===== config.mk =====
export PLATFORM = sky130hd
export DESIGN_NAME = serial_key_pair_to_keyboard_report_core
export DESIGN_NICKNAME = d
export VERILOG_FILES = /design/src/sv/skpr_pkg.sv /design/src/sv/skpr_ram.sv /design/src/sv/skpr_front.sv /design/src/sv/skpr_back.sv /design/src/sv/serial_key_pair_to_keyboard_report_core.sv
export SDC_FILE = /design/constraint.sdc
export NUM_CORES = 2
export LEC_CHECK = 0
export BUFFER_PORTS_ARGS = -buffer_cell sky130_fd_sc_hd__buf_2
export CAP_MARGIN = 15
export CORE_MARGIN = 2
export CORE_UTILIZATION = 35
export CTS_CLUSTER_SIZE = 28
export DETAILED_ROUTE_END_ITERATION = 16
export GPL_TIMING_DRIVEN = 0
export HOLD_SLACK_MARGIN = 0.02
export SLEW_MARGIN = 20
export SYNTH_ARGS = -nofsm -noshare
export SYNTH_HDL_FRONTEND = slang
export SYNTH_SLANG_ARGS = --single-unit

===== constraint.sdc =====
create_clock -name clk -period 3.9 [get_ports clk]
set_input_delay 0.39 -clock clk [delete_from_list [all_inputs] [get_ports clk]]
set_output_delay 0.39 -clock clk [all_outputs]
set_load 0.02 [all_outputs]

===== src/sv/skpr_pkg.sv =====
`default_nettype none
// ----------------------------------------------------------------------------
// skpr_pkg: shared types and constants
// Item kinds, front-to-back command format, result layout and register map
// of the serial key pair to keyboard report block.
// ----------------------------------------------------------------------------
package skpr_pkg;

	localparam int TIMEOUT_W = 24;
	localparam int DROP_W    = 32;
	localparam int LEVEL_W   = 6;
	localparam int S_DATA_W  = 16;
	localparam int M_DATA_W  = 56;

	localparam logic [TIMEOUT_W-1:0] TIMEOUT_RESET = 24'd200000;
	localparam logic [TIMEOUT_W-1:0] AGE_MAX       = 24'hFFFFFF;

	// item kinds on s_tuser
	localparam logic [1:0] FUNC_BYTE = 2'd0;
	localparam logic [1:0] FUNC_TICK = 2'd1;
	localparam logic [1:0] FUNC_SLOT = 2'd2;

	// register byte addresses
	localparam logic [1:0] REG_ADDR_TIMEOUT = 2'd0;

	typedef enum logic [1:0] {
		OP_BYTE,
		OP_TICK,
		OP_SLOT,
		OP_NOP
	} op_t;

	typedef struct packed {
		op_t        op;
		logic [7:0] data_byte;
		logic       host_ready;
	} cmd_t;

	typedef struct packed {
		logic full;
		logic empty;
	} fq_stat_t;

	// first member lands in the highest bits
	typedef struct packed {
		logic               pair_waiting;
		logic [LEVEL_W-1:0] queue_level;
		logic [DROP_W-1:0]  dropped_pairs;
		logic [7:0]         report_modifier;
		logic [7:0]         report_keycode;
		logic               report_valid;
	} result_t;

endpackage
`default_nettype wire


===== src/sv/skpr_ram.sv =====
`default_nettype none
// ----------------------------------------------------------------------------
// skpr_ram: generic single-write, single-read RAM
// One write port, one read port with registered read data held between reads.
// ----------------------------------------------------------------------------
module skpr_ram #(
	parameter int WIDTH = 16,
	parameter int DEPTH = 64
) (
	input  wire                      clk,
	input  wire                      we,
	input  wire  [$clog2(DEPTH)-1:0] waddr,
	input  wire  [WIDTH-1:0]         wdata,
	input  wire                      re,
	input  wire  [$clog2(DEPTH)-1:0] raddr,
	output logic [WIDTH-1:0]         rdata
);

	logic [WIDTH-1:0] mem_q [DEPTH];

	always_ff @(posedge clk) begin
		if (we) begin
			mem_q[waddr] <= wdata;
		end
		if (re) begin
			rdata <= mem_q[raddr];
		end
	end

endmodule
`default_nettype wire


===== src/sv/skpr_front.sv =====
`default_nettype none
// ----------------------------------------------------------------------------
// skpr_front: input acceptance and classification
// Decodes each input transfer into a command and holds it in a two-entry
// queue that decouples the input side from the execution side.
// ----------------------------------------------------------------------------
module skpr_front (
	input  wire                                  clk,
	input  wire                                  arst_n,
	input  wire                                  s_tvalid,
	output logic                                 s_tready,
	input  wire  [skpr_pkg::S_DATA_W-1:0]        s_tdata,
	input  wire  [1:0]                           s_tuser,
	output logic                                 cmd_valid,
	output skpr_pkg::cmd_t                       cmd,
	input  wire                                  cmd_ready,
	output skpr_pkg::fq_stat_t                   fq_stat
);
	import skpr_pkg::*;

	localparam logic [1:0] FQ_FULL = 2'd2;

	cmd_t       slot_q [2];
	cmd_t       cmd_in;
	logic       wr_q;
	logic       rd_q;
	logic [1:0] cnt_q;
	logic       push;
	logic       pop;

	always_comb begin
		cmd_in.data_byte  = s_tdata[7:0];
		cmd_in.host_ready = s_tdata[8];
		unique case (s_tuser)
			FUNC_BYTE: cmd_in.op = OP_BYTE;
			FUNC_TICK: cmd_in.op = OP_TICK;
			FUNC_SLOT: cmd_in.op = OP_SLOT;
			default:   cmd_in.op = OP_NOP;
		endcase
	end

	assign s_tready  = (cnt_q != FQ_FULL);
	assign cmd_valid = (cnt_q != 2'd0);
	assign cmd       = slot_q[rd_q];
	assign push      = s_tvalid && s_tready;
	assign pop       = cmd_valid && cmd_ready;

	assign fq_stat.full  = (cnt_q == FQ_FULL);
	assign fq_stat.empty = (cnt_q == 2'd0);

	// clear the slots so the execution side never decodes an unknown command
	always_ff @(posedge clk or negedge arst_n) begin
		if (!arst_n) begin
			slot_q[0] <= '0;
			slot_q[1] <= '0;
		end else if (push) begin
			slot_q[wr_q] <= cmd_in;
		end
	end

	always_ff @(posedge clk or negedge arst_n) begin
		if (!arst_n) begin
			wr_q  <= 1'b0;
			rd_q  <= 1'b0;
			cnt_q <= 2'd0;
		end else begin
			if (push) begin
				wr_q <= ~wr_q;
			end
			if (pop) begin
				rd_q <= ~rd_q;
			end
			case ({push, pop})
				2'b10:   cnt_q <= cnt_q + 2'd1;
				2'b01:   cnt_q <= cnt_q - 2'd1;
				default: cnt_q <= cnt_q;
			endcase
		end
	end

endmodule
`default_nettype wire


===== src/sv/skpr_back.sv =====
`default_nettype none
// ----------------------------------------------------------------------------
// skpr_back: command execution
// Pairs bytes, ages half pairs, runs the pair ring queue and the report
// sequencer, and registers one result per command on the output channel.
// ----------------------------------------------------------------------------
module skpr_back #(
	parameter int QUEUE_DEPTH = 64
) (
	input  wire                                  clk,
	input  wire                                  arst_n,
	input  wire                                  cmd_valid,
	input  skpr_pkg::cmd_t                       cmd,
	output logic                                 cmd_ready,
	input  wire  [skpr_pkg::TIMEOUT_W-1:0]       timeout_ticks,
	output logic                                 m_tvalid,
	input  wire                                  m_tready,
	output skpr_pkg::result_t                    result
);
	import skpr_pkg::*;

	localparam int PTR_W = $clog2(QUEUE_DEPTH);
	localparam logic [PTR_W-1:0] PTR_LAST = PTR_W'(QUEUE_DEPTH - 1);
	localparam logic [PTR_W-1:0] DEPTH_P  = PTR_W'(QUEUE_DEPTH);

	localparam logic [1:0] ST_IDLE    = 2'd0;
	localparam logic [1:0] ST_PRESS   = 2'd1;
	localparam logic [1:0] ST_RELEASE = 2'd2;

	logic                 half_q, half_n;
	logic [7:0]           held_q, held_n;
	logic [TIMEOUT_W-1:0] age_q, age_n, age_inc;
	logic                 age_vld_q, age_vld_n;
	logic [PTR_W-1:0]     wp_q, wp_n, wp_inc;
	logic [PTR_W-1:0]     rp_q, rp_n, rp_inc;
	logic [DROP_W-1:0]    drop_q, drop_n;
	logic [1:0]           stage_q, stage_n;
	logic                 we_c, re_c;
	logic [15:0]          pair_rdata;
	logic [PTR_W-1:0]     level_n;
	logic [31:0]          level_ext;
	logic                 take;
	result_t              res_c;
	result_t              out_q;
	logic                 out_vld_q;

	assign cmd_ready = !out_vld_q || m_tready;
	assign take      = cmd_valid && cmd_ready;

	assign wp_inc  = (wp_q == PTR_LAST) ? '0 : wp_q + 1'b1;
	assign rp_inc  = (rp_q == PTR_LAST) ? '0 : rp_q + 1'b1;
	assign age_inc = (age_q != AGE_MAX) ? age_q + 1'b1 : age_q;

	// the popped pair stays in the RAM read register until the next pop
	skpr_ram #(
		.WIDTH (16),
		.DEPTH (QUEUE_DEPTH)
	) u_pair_ram (
		.clk   (clk),
		.we    (take && we_c),
		.waddr (wp_q),
		.wdata ({cmd.data_byte, held_q}),
		.re    (take && re_c),
		.raddr (rp_q),
		.rdata (pair_rdata)
	);

	always_comb begin
		half_n    = half_q;
		held_n    = held_q;
		age_n     = age_q;
		age_vld_n = age_vld_q;
		wp_n      = wp_q;
		rp_n      = rp_q;
		drop_n    = drop_q;
		stage_n   = stage_q;
		we_c      = 1'b0;
		re_c      = 1'b0;
		res_c.report_valid    = 1'b0;
		res_c.report_keycode  = 8'd0;
		res_c.report_modifier = 8'd0;

		unique case (cmd.op)
			OP_BYTE: begin
				age_n     = '0;
				age_vld_n = 1'b1;
				if (!half_q) begin
					held_n = cmd.data_byte;
					half_n = 1'b1;
				end else begin
					// a zero keycode pair is neither queued nor counted
					if (held_q != 8'd0) begin
						if (wp_inc == rp_q) begin
							drop_n = drop_q + 1'b1;
						end else begin
							we_c = 1'b1;
							wp_n = wp_inc;
						end
					end
					half_n = 1'b0;
				end
			end
			OP_TICK: begin
				age_n = age_inc;
				if (half_q && age_vld_q && (age_inc > timeout_ticks)) begin
					half_n    = 1'b0;
					held_n    = 8'd0;
					age_vld_n = 1'b0;
				end
			end
			OP_SLOT: begin
				unique case (stage_q)
					ST_PRESS: begin
						if (cmd.host_ready) begin
							res_c.report_valid    = 1'b1;
							res_c.report_keycode  = pair_rdata[7:0];
							res_c.report_modifier = pair_rdata[15:8];
							stage_n = ST_RELEASE;
						end
					end
					ST_RELEASE: begin
						if (cmd.host_ready) begin
							res_c.report_valid = 1'b1;
							stage_n = ST_IDLE;
						end
					end
					default: begin
						// queued pairs always carry a nonzero keycode
						stage_n = ST_IDLE;
						if (rp_q != wp_q) begin
							re_c    = 1'b1;
							rp_n    = rp_inc;
							stage_n = ST_PRESS;
						end
					end
				endcase
			end
			OP_NOP: begin
			end
		endcase

		level_n   = (wp_n >= rp_n) ? wp_n - rp_n : wp_n - rp_n + DEPTH_P;
		level_ext = 32'(level_n);
		res_c.dropped_pairs = drop_n;
		res_c.queue_level   = level_ext[LEVEL_W-1:0];
		res_c.pair_waiting  = half_n;
	end

	always_ff @(posedge clk or negedge arst_n) begin
		if (!arst_n) begin
			half_q    <= 1'b0;
			held_q    <= 8'd0;
			age_q     <= '0;
			age_vld_q <= 1'b0;
			wp_q      <= '0;
			rp_q      <= '0;
			drop_q    <= '0;
			stage_q   <= ST_IDLE;
			out_vld_q <= 1'b0;
		end else begin
			if (take) begin
				half_q    <= half_n;
				held_q    <= held_n;
				age_q     <= age_n;
				age_vld_q <= age_vld_n;
				wp_q      <= wp_n;
				rp_q      <= rp_n;
				drop_q    <= drop_n;
				stage_q   <= stage_n;
				out_vld_q <= 1'b1;
			end else if (m_tready) begin
				out_vld_q <= 1'b0;
			end
		end
	end

	always_ff @(posedge clk) begin
		if (take) begin
			out_q <= res_c;
		end
	end

	assign m_tvalid = out_vld_q;
	assign result   = out_q;

endmodule
`default_nettype wire


===== src/sv/serial_key_pair_to_keyboard_report_core.sv =====
`default_nettype none
// ----------------------------------------------------------------------------
// serial_key_pair_to_keyboard_report_core: key pair to report converter
// Pairs received bytes into keycode and modifier, queues them and emits
// press and release reports on service slots.
// ----------------------------------------------------------------------------
// Usage:
//   Input transfers carry one event each: s_tuser selects a received byte,
//   a time tick or a report service slot. Every accepted input produces
//   exactly one output transfer with the report fields and status counters.
//   The pair timeout register is to be written over the APB-style port only
//   while the block is idle; the block itself does not enforce this.
//   An accepted input is held in the command queue until the execute stage
//   takes it, and its result is registered in the output stage that drives
//   m_tvalid; throughput is one item per cycle while m_tready does not stall
//   the output stage, set by the execute stage and the single write and read
//   port of the pair RAM.
//   A two-entry command queue sits between input and execution, and a
//   registered output stage holds the result; when m_tready stays low a
//   waiting result stalls execution, the queue takes two more transfers
//   and then s_tready drops.
//   Reset clears pairing state, pointers, counter and report sequencer and
//   sets the timeout to 200000 ticks; the pair RAM needs no clearing since
//   entries are read only after they were written.
// ----------------------------------------------------------------------------
module serial_key_pair_to_keyboard_report_core #(
	parameter int QUEUE_DEPTH = 64
) (
	input  wire         clk,
	input  wire         arst_n,
	// slave side
	input  wire         s_tvalid,
	output logic        s_tready,
	input  wire  [15:0] s_tdata,   // [7:0] data_byte, [8] host_ready, [15:9] zero
	input  wire  [1:0]  s_tuser,   // [1:0] func
	// master side
	output logic        m_tvalid,
	input  wire         m_tready,
	// [0] report_valid, [8:1] report_keycode, [16:9] report_modifier,
	// [48:17] dropped_pairs, [54:49] queue_level, [55] pair_waiting
	output logic [55:0] m_tdata,
	// configuration
	input  wire         psel,
	input  wire         penable,
	input  wire         pwrite,
	input  wire  [1:0]  paddr,
	input  wire  [31:0] pwdata,
	output logic [31:0] prdata,
	output logic        pready
);
	import skpr_pkg::*;

	logic [TIMEOUT_W-1:0] timeout_q;
	logic                 cmd_valid;
	logic                 cmd_ready;
	cmd_t                 cmd;
	fq_stat_t             fq_stat;
	result_t              result;

	assign pready = 1'b1;

	always_ff @(posedge clk or negedge arst_n) begin
		if (!arst_n) begin
			timeout_q <= TIMEOUT_RESET;
		end else if (psel && penable && pwrite && pready && (paddr == REG_ADDR_TIMEOUT)) begin
			timeout_q <= pwdata[TIMEOUT_W-1:0];
		end
	end

	assign prdata = (paddr == REG_ADDR_TIMEOUT) ? {8'd0, timeout_q} : 32'd0;

	skpr_front u_front (
		.clk       (clk),
		.arst_n    (arst_n),
		.s_tvalid  (s_tvalid),
		.s_tready  (s_tready),
		.s_tdata   (s_tdata),
		.s_tuser   (s_tuser),
		.cmd_valid (cmd_valid),
		.cmd       (cmd),
		.cmd_ready (cmd_ready),
		.fq_stat   (fq_stat)
	);

	skpr_back #(
		.QUEUE_DEPTH (QUEUE_DEPTH)
	) u_back (
		.clk           (clk),
		.arst_n        (arst_n),
		.cmd_valid     (cmd_valid),
		.cmd           (cmd),
		.cmd_ready     (cmd_ready),
		.timeout_ticks (timeout_q),
		.m_tvalid      (m_tvalid),
		.m_tready      (m_tready),
		.result        (result)
	);

	assign m_tdata = result;

	// an empty command queue always takes input
	a_front_empty_ready: assert property (@(posedge clk) disable iff (!arst_n)
		fq_stat.empty |-> s_tready)
		else $error("command queue empty but input not ready");

	// a result without a report carries no keycode or modifier
	a_no_report_zero: assert property (@(posedge clk) disable iff (!arst_n)
		(m_tvalid && !result.report_valid) |->
		(result.report_keycode == 8'd0 && result.report_modifier == 8'd0))
		else $error("report fields set without a report");

	// a release report has a zero modifier
	a_release_zero_mod: assert property (@(posedge clk) disable iff (!arst_n)
		(m_tvalid && result.report_valid && result.report_keycode == 8'd0) |->
		(result.report_modifier == 8'd0))
		else $error("release report with nonzero modifier");

	// the ring queue never holds more than depth minus one pairs
	a_level_bound: assert property (@(posedge clk) disable iff (!arst_n)
		m_tvalid |-> ((QUEUE_DEPTH > 64) ||
		(32'(result.queue_level) <= 32'(QUEUE_DEPTH - 1))))
		else $error("queue level beyond capacity");

endmodule
`default_nettype wire


==> run summary <==
- clk sinks: 1227
- highest-count cells in the layout ignoring fill and taps: sky130_fd_sc_hd__edfxtp_1 (1096), sky130_fd_sc_hd__mux4_2 (336), sky130_fd_sc_hd__buf_2 (144), sky130_fd_sc_hd__clkbuf_16 (121), sky130_fd_sc_hd__dfrtp_1 (113)
- core area: 140000 um2
- top cell type's share of synthesized area: 66.6%
- maximum operating frequency: 261 MHz
- slew margin rel.: 12.6%
- H-tree depth: 3
- most used flip-flop cell after synthesis: sky130_fd_sc_hd__edfxtp_1
- wire length on met3: 7980 um
- number of failing setup endpoints in the final timing report: 0
- final hold slack: 173 ps
- Critical Path Sink Type: register
- Arr. time, crit path: 4440 ps
- GRT Residual Overflow: 0
- run status: complete, no violations
- worst hold-check path type: in -> async
- library cell contributing the largest single delay on the critical path: sky130_fd_sc_hd__dfrtp_1
- non-filler cells, final: 4871
- root buffer selected by CTS: sky130_fd_sc_hd__clkbuf_16
- highest routed layer: met5
- Detail Placement HPWL: 81900 um
- most common library cell in the layout ignoring fill and taps: sky130_fd_sc_hd__edfxtp_1
- global-route wire length before repair: 175000 um
- I/O pin count: 150
- number of antenna violations at the first check in global routing: 5
- power density relative to cell area: 711 nW/um2
- Setup Slack @ Placement: -760 ps
- Port-buffer cells: 125
- setup repair after global routing missed its margin: true
- # nets final: 2987
- required time of the critical path: 4510 ps
- share of flip-flops with an asynchronous set or reset: 10.7%
- clock network latency to the later pin of the worst-skew pair: 740 ps
- vias in the first global route: 25200
- wl on met1: 48500 um
- antenna-violating nets left: 0
- min setup slack post-route: 68.3 ps
- Netlist cell types: 62
- Post-route DRC: 0
- WS Path Type: reg -> reg
- iteration-0 DRC count of the detailed router: 2176
- number of cells in the design after placement: 4588
- Initial Utilization: 35.3%
- height of the chip: 380 um
- number of detailed-routing iterations run before antenna repair: 8
- number of cell rows: 137
- synthesized flop and latch total: 1227
- Cell Area, Synth: 49400 um2
- pin slew with the least headroom to its limit: 1310 ps
- number of max-cap violations: 0
- largest fanout on the critical path: 8
- fraction of final layout cells with drive strength greater than 1: 32.3%
- number of buffers between clock root and the deepest sink: 3
- routability congestion estimate: 0.859
- detailed route wirelength on metal2: 60000 um
- pin count of the biggest net entering global routing: 78
- number of buffers created by CTS: 118
- Avg Inst Size Synth: 19.8 um2
- count of vias placed by the detailed router: 25200
- number of flops mapped to enable cells by yosys: 1096
- share of the clock period used by the worst path after layout: 98.2%
- CTS tree: yes
- cells traversed along the worst timing path: buf_6 > and4_4 > nand4_1 > or2_4 > a211oi_4 > buf_4 > nand4_1 > xnor2_1 > ha_1 > nand4_1 > nor3_2 > and4_1 > buf_4 > a21oi_1 > o31ai_4 > nor3_2 > buf_4 > o21ai_0
- Max VDD drop: 0.516 mV
- endpoints failing hold: 0
- worst setup skew after layout: 46.3 ps
- cell taking the most area after synthesis: sky130_fd_sc_hd__edfxtp_1
- Min Clock Period, post-route: 3830 ps
- Synth area leaders: sky130_fd_sc_hd__edfxtp_1 (67%), sky130_fd_sc_hd__mux4_2 (15%), sky130_fd_sc_hd__dfrtp_1 (6.3%), sky130_fd_sc_hd__xnor2_1 (1.5%), sky130_fd_sc_hd__ha_1 (0.91%)
- horizontal extent of the die: 380 um
- Overall Global Routing Usage: 16.4%
- area growth from synthesis to final layout: 18.7%
- via-per-instance ratio: 5.17
- Yosys warnings: 0
- leakage dissipation: 19.4 nW
- wire length per cell after detailed routing: 24.7 um
- cell count after synthesis: 2502
- startpoint type of the worst setup path: register
- DIE AREA: 144000 um2
- worst stage delay on the critical path: 340 ps
- final slew viol count: 0
- Routed Wire Length: 120000 um
- clock transition at the registers of the reported paths: 60 ps
- register area share after synthesis: 73.2%
## layout make-up
cell class	instances	area, um2
sequential	1227	36200
tap	1876	2350
clock inverter	75	688
fill	12200	81200
timing repair buffer	272	2390
antenna	1	2.50
buffer	137	676
clock buffer	148	3190
inverter	41	154
multi-input combinational	1094	13000
## worst paths after layout
| check | from | end | slack [ps] | cells after the start |
|---|---|---|---|---|
| worst max-delay path | u_back.age_q[6] | u_back.held_q[1] | 70 | 18 |
| worst min-delay path | arst_n | timeout_q[18] | 170 | 2 |
| worst max register to register | u_back.age_q[6] | u_back.held_q[1] | 70 | 18 |
| worst min register to register | u_back.drop_q[31] | u_back.drop_q[31] | 490 | 1 |
| max in group asynchronous | arst_n | u_back.held_q[5] | 2950 | 3 |
| min in group clk | penable | timeout_q[12] | 340 | 4 |
## worst max-delay path, delay by kind of cell (launching register included)
| kind | cells | cell delay, ps |
|---|---|---|
| buffers and inverters | 4 | 610 |
| xor gates and xnor gates | 1 | 270 |
| adders and majority gates | 1 | 300 |
| DFF | 1 | 340 |
| and+or+nand+nor | 8 | 1460 |
| AOI/OAI and AO/OA | 4 | 700 |
## cells by family after synthesis
logic type | Yosys count | share of synthesized area [%]
xor gates and xnor gates | 114 | 2.03
DFF | 1227 | 73.2
adders and majority gates | 37 | 0.952
and+or+nand+nor | 410 | 4.05
muxes | 380 | 16.3
buffers and inverters | 188 | 1.61
other | 2 | 0.0152
AOI/OAI and AO/OA | 144 | 1.82
## metal layers
metal,GRT usage [%],vias up
met5,0,-
met4,5.36,2
met3,3.15,167
met2,27.4,904
met1,21.5,13200
li1,-,10900
## sequential cells by signal, indices dropped and copies added, names as in the netlist, 2 cells and up
name	cells
u_back.u_pair_ram.mem_q	1024
u_back.wp_q	6
u_back.u_pair_ram.rdata	16
u_back.rp_q	6
u_back.result	56
u_back.drop_q	32
u_back.age_q	24
u_front.slot_q	22
u_back.stage_q	2
timeout_q	24
u_back.held_q	8
u_front.cnt_q	2
## synth_stat cells (4+ instances only)
cell type and instances:
sky130_fd_sc_hd__o21ai_0 65, sky130_fd_sc_hd__dfstp_2 6, sky130_fd_sc_hd__or4_1 5, sky130_fd_sc_hd__buf_2 19, sky130_fd_sc_hd__or2_2 4, sky130_fd_sc_hd__a31oi_1 6
sky130_fd_sc_hd__a21o_1 6, sky130_fd_sc_hd__mux2_2 38, sky130_fd_sc_hd__nand3b_1 5, sky130_fd_sc_hd__buf_1 33, sky130_fd_sc_hd__nor2b_1 4, sky130_fd_sc_hd__buf_4 18
sky130_fd_sc_hd__nor3_1 39, sky130_fd_sc_hd__clkbuf_1 77, sky130_fd_sc_hd__dfrtp_1 125, sky130_fd_sc_hd__nand2b_1 6, sky130_fd_sc_hd__and3_1 17, sky130_fd_sc_hd__a22o_1 8
sky130_fd_sc_hd__nor2_1 109, sky130_fd_sc_hd__or3_1 7, sky130_fd_sc_hd__xnor2_1 82, sky130_fd_sc_hd__nand4_1 24, sky130_fd_sc_hd__edfxtp_1 1096, sky130_fd_sc_hd__xor2_1 31
sky130_fd_sc_hd__and4_1 10, sky130_fd_sc_hd__inv_1 40, sky130_fd_sc_hd__nand3_1 50, sky130_fd_sc_hd__nor4_1 7, sky130_fd_sc_hd__ha_1 36, sky130_fd_sc_hd__a21oi_1 24
sky130_fd_sc_hd__and2_1 23, sky130_fd_sc_hd__o31ai_1 14, sky130_fd_sc_hd__mux4_2 336, sky130_fd_sc_hd__nand2_1 92, sky130_fd_sc_hd__mux2i_1 6
## per-stage QoR
step | power, mW | area [um2] | setup TNS [ps] | util [%]
2_1_floorplan | 25.1 | 49500 | 0 | -
3_3_place_gp | 30.0 | 52400 | -1730150 | 37.5
3_5_place_dp | 30.6 | 53800 | -21410 | 38.5
4_1_cts | 42.0 | 58300 | -1940 | 41.7
5_1_grt | 43.2 | 58700 | -4290 | 41.9
6_report | 41.7 | 58700 | 0 | 41.9
## what timing repair did
action	CTS	global route
gates resized for setup	41	63
pin swaps	6	11
hold buffers	39	0
hold endpoints to repair	178	0
cloned	0	1
endpoints found under the setup margin	159	469
buffers inserted	6	22
## where the power goes
part	switching (mW)	internal, mW
sequential	0.544	17.1
clock	4.96	6.46
combinational	7.90	4.78
total	13.4	28.3
No activity file was read; power rests on OpenSTA's default activity.
